### src/rtl/bbwm_div.sv
module bbwm_div #(
  parameter int unsigned N  = 15,
  parameter int unsigned DW = 7
) (
  input  logic          clk_i,
  input  logic          rst_ni,
  input  logic          start_i,
  input  logic [N-1:0]  dividend_i,
  input  logic [DW-1:0] divisor_i,
  output logic          done_o,
  output logic [N-1:0]  quot_o
);

  localparam int unsigned SW = $clog2(N);

  logic          busy_q;
  logic          done_q;
  logic [SW-1:0] step_q;
  logic [DW-1:0] div_q;
  logic [DW-1:0] rem_q;
  logic [N-1:0]  quo_q;
  logic [DW:0]   trial;
  logic          fits;

  // one quotient bit per cycle, restoring
  assign trial = {rem_q, quo_q[N-1]};
  assign fits  = trial >= {1'b0, div_q};

  always_ff @(posedge clk_i or negedge rst_ni) begin
    if (!rst_ni) begin
      busy_q <= 1'b0;
      done_q <= 1'b0;
      step_q <= '0;
    end else begin
      done_q <= 1'b0;
      if (start_i) begin
        busy_q <= 1'b1;
        step_q <= '0;
      end else if (busy_q) begin
        if (step_q == SW'(N - 1)) begin
          busy_q <= 1'b0;
          done_q <= 1'b1;
        end
        step_q <= step_q + 1'b1;
      end
    end
  end

  always_ff @(posedge clk_i) begin
    if (start_i) begin
      div_q <= divisor_i;
      rem_q <= '0;
      quo_q <= dividend_i;
    end else if (busy_q) begin
      rem_q <= fits ? DW'(trial - {1'b0, div_q}) : trial[DW-1:0];
      quo_q <= {quo_q[N-2:0], fits};
    end
  end

  assign done_o = done_q;
  assign quot_o = quo_q;

endmodule
### config.mk
export PLATFORM = sky130hd
export DESIGN_NAME = bbwm_div
export DESIGN_NICKNAME = d
export VERILOG_FILES = /design/src/rtl/bbwm_div.sv
export SDC_FILE = /design/constraint.sdc
export NUM_CORES = 1
export LEC_CHECK = 0
export BUFFER_PORTS_ARGS = -buffer_cell sky130_fd_sc_hd__buf_4
export CORE_MARGIN = 1.5
export CORE_UTILIZATION = 40
export CTS_BUF_LIST = sky130_fd_sc_hd__clkbuf_16
export CTS_CLUSTER_DIAMETER = 30
export CTS_CLUSTER_SIZE = 25
export DETAILED_ROUTE_END_ITERATION = 6
export PLACE_DENSITY = 0.64
export SYNTH_ARGS = -nofsm -noshare
export SYNTH_HDL_FRONTEND = slang
export SYNTH_SLANG_ARGS = --single-unit
### constraint.sdc
create_clock -name clk_i -period 2.5 [get_ports clk_i]
set_input_delay 0 -clock clk_i [delete_from_list [all_inputs] [get_ports clk_i]]
set_output_delay 0 -clock clk_i [all_outputs]
set_load 0.02 [all_outputs]
==> summary.txt <==
Finish
  • # diodes: 0
  • Layout cells sized above 1: 33.2%
  • Register area: between 900 and 1000 um2
  • Area of the multi-input gates: between 900 and 1000 um2
  • P&R area growth vs syn: 28.6%
  • Final nets: approximately 250
  • Number of fill cells: roughly 410

Flow run
  • Max cap viols: 0

Die
  • Die Ht: 72.6 um
  • Die width: slightly above 70 um
  • Starting Density: 41.3%
  • Core Area: between 4000 and 5000 um2
  • Die ar.: ~5300 um2
  • Ports: around 40
  • # rows: 25

Timing
  • Unrepaired setup endpoints after global routing: false
  • Setup TNS: 0 ps
  • Final Hold Vio Count: 0
  • Max Fclk: ~0.44 GHz
  • Period minus WS final: 2300 ps
  • Skew final: between 2 and 3 ps
  • Worst Tran Pin Value: between 600 and 700 ps
  • Slew Limit Fails: 0
  • Final setup violation count: 0
  • Final period util: a little over 90%
  • Worst rel slew slack: a little under three fifths

GRT
  • All-Layer GR Usage: about 17%
  • Initial antenna violation count: 0
  • Overflow after GRT: 0
  • First-pass GRT wire length: 6600 um
  • Vias in the first global route: roughly 1,400
  • Largest net degree at the start of global routing: 44

Yosys
  • Syn nets: 201
  • Area contributors post-synth: edfxtp_1, mux2_2, dfrtp_1, dfxtp_1, ha_1
  • Compound-Gate Fraction of Synth Area: about 13%
  • Ys flop type: edfxtp_1
  • Library cells used by synthesis: 48
  • Multiplexer area fraction after synthesis: a little over 9%
  • Largest family of logic cells by synthesized area: simple AND/OR/NAND/NOR gates
  • Mean Syn Cell Area: between 10 and 15 um2
  • EDFF count, synth: 22
  • Top-count cell post-synth: edfxtp_1
  • Post-Synthesis Cells: roughly 170
  • Synth area leader: edfxtp_1
  • Register area share after synthesis: between 40% and 50%
  • Async set-or-reset flop fraction in the synthesized netlist: approximately 17%
  • Synthesized area: 1940 um2
  • Synth top cells by count: edfxtp_1, mux2_2, inv_1, nor2_1, ha_1
  • Simple-gate share of the synthesized area: between 10% and 20%
  • Adder-cell share of the synthesized area: 6.84%
  • FF+latch count, synth: 35
  • Total of warnings raised by yosys: 0
  • Yosys top cell area share: roughly a third
  • Xor/xnor cell area share of the yosys netlist: 2.26%

Route
  • 1st-pass router iterations: 4
  • Via density: approximately 5.5
  • Initial DRC count: approximately 90
  • Via count: ~1,500
  • WL final: roughly 4100 um
  • ANT nets after route: 0
  • # DRC: 0
  • WL per Instance: about 15 um

Clocking
  • Post-cts sizing count: 0
  • Root Buffer: clkbuf_16
  • H-tree Lvls: 2
  • Clock Tree Buf Depth: 2
  • Clock tree sinks: 35
  • Clock transition at path regs: approximately 60 ps
  • CTS tree: done
  • Worst skew pair latency: 280 ps
  • TritonCTS buffer count: 5

Power and ir drop
  • Reg power frac: between 30% and 40%
  • Leakage power: roughly 0.0011 uW
  • Sw Ratio: approximately a third
  • Pwr Total: 2030 uW
  • Clk network pwr share: 29.7%
  • Cell-internal power: around 1400 uW
  • Comb power frac: 32.3%
  • P_sw: 653 uW
  • Worst VDD drop: between 0.4 and 0.5 mV
  • Cell Pwr Density: just over 800 nW/um2

Worst setup path
  • R2r worst-path depth: 7
  • Crit-path max cell delay: 450 ps
  • Crit-path max FO: 5
  • Crit-path cells: inv_1, ha_1, fa_1, nand2b_1, a211oi_1, o311ai_1, a311oi_1
  • WP data required: around 2700 ps
  • Critical path class: flip-flop to flip-flop
  • Worst setup EP type: flip-flop
  • Worst Path Buf+Inv: 1
  • R2R Setup Slk: 200 ps
  • Critical path arrival: roughly 2500 ps
  • Critical-path top delay cell: a211oi_1
  • Cell family contributing the most delay on the critical path: compound AO/OA/AOI/OAI gates
  • Worst R2R End: rem_q[2]
  • WP depth: 7
  • R2r startpoint: quot_o[14]
  • Worst Setup SP: quot_o[14]
  • CP Launch Type: flip-flop

Hold path
  • Worst Hold Path Cells: 2
  • Hold endpoint: quot_o[6]
  • Worst Hold Class: input port to flip-flop
  • HP Start: dividend_i[6]

Placed design
  • IO Port Bufs: 40
  • Detail Placement HPWL: roughly 2800 um
  • Routability cong.: about 0.88

Status
  • Status: finished, final reports clean
-- kinds of logic after synthesis --
family / count (synthesis)
simple gates: 51
flops: 35
compound gates: 29
buf+inv: 20
mux: 16
fa+ha+maj: 10
xor+xnor: 5
-- power by group through the flow --
stage / clock network (uW) / registers, uW / logic [uW]
2_1_floorplan: 0 / 809 / 418
3_3_place_gp: 0 / 780 / 622
3_5_place_dp: 0 / 782 / 637
4_1_cts: 611 / 773 / 658
5_1_grt: 636 / 782 / 722
6_report: 603 / 772 / 656
-- through the flow --
step | std cells | area, um2 | setup slack (ps) | util, % | hold slack [ps]
6_report | 268 | 2490 | 202 | 53.1 | 18.9
4_1_cts | 268 | 2490 | 210 | 53.1 | 19.1
2_1_floorplan | 166 | 1940 | 304 | - | -296
3_3_place_gp | 252 | 2270 | 393 | 48.4 | -194
5_1_grt | 268 | 2490 | 59.6 | 53.1 | 20.5
3_5_place_dp | 252 | 2270 | 321 | 48.4 | -190
-- registers in the layout, summed over array words and instances, names as in the netlist --
| name | cells |
|---|---|
| quot_o | 15 |
| step_q | 4 |
| busy_q | 1 |
| rem_q | 7 |
| done_o | 1 |
| div_q | 7 |
-- cell usage in the layout (no fill, tap or decap), drive strengths merged, types with 4 or more instances in the layout --
| master | n |
|---|---|
| nand2 | 7 |
| buf | 40 |
| nor3b | 7 |
| mux2 | 15 |
| nand2b | 4 |
| nand3 | 4 |
| edfxtp | 22 |
| a211oi | 5 |
| dfrtp | 6 |
| ha | 9 |
| nor2 | 12 |
| dlygate4sd3 | 8 |
| clkbuf | 5 |
| dfxtp | 7 |
| inv | 13 |
-- layer usage --
| metal | routed length [um] | GRT usage, % | share of wire [%] | vias up |
|---|---|---|---|---|
| met1 | 1690 | 20.3 | 42 | 707 |
| met2 | 2050 | 27.3 | 50 | 44 |
| li1 | - | - | - | 714 |
| met3 | 212 | 4.70 | 5.2 | 11 |
| met4 | 115 | 7.13 | 2.8 | 0 |
| met5 | 0 | 0 | 0 | - |
-- how the worst max path moves through the flow --
stage	slack, ps	endpoint
2_1_floorplan	300	rem_q[0]
3_3_place_gp	390	rem_q[0]
3_5_place_dp	320	rem_q[4]
4_1_cts	210	rem_q[2]
5_1_grt	60	rem_q[2]
6_report	200	rem_q[2]
-- cell type report --
| class | instances | share of cell area (%) |
|---|---|---|
| multi-input combinational | 111 | 36.4 |
| inverter | 12 | 1.81 |
| clock buffer | 5 | 5.02 |
| tap | 54 | 2.71 |
| sequential | 35 | 38.1 |
| clock inverter | 3 | 0.652 |
| timing repair buffer | 48 | 15.3 |
-- timing repair --
item | in CTS | in global routing
endpoints found under the hold margin | 13 | 0
buffers inserted | 0 | 0
hold buffers | 8 | 0
setup endpoints to repair | 0 | 0
Note: power is estimated with default switching activity, not from simulation.
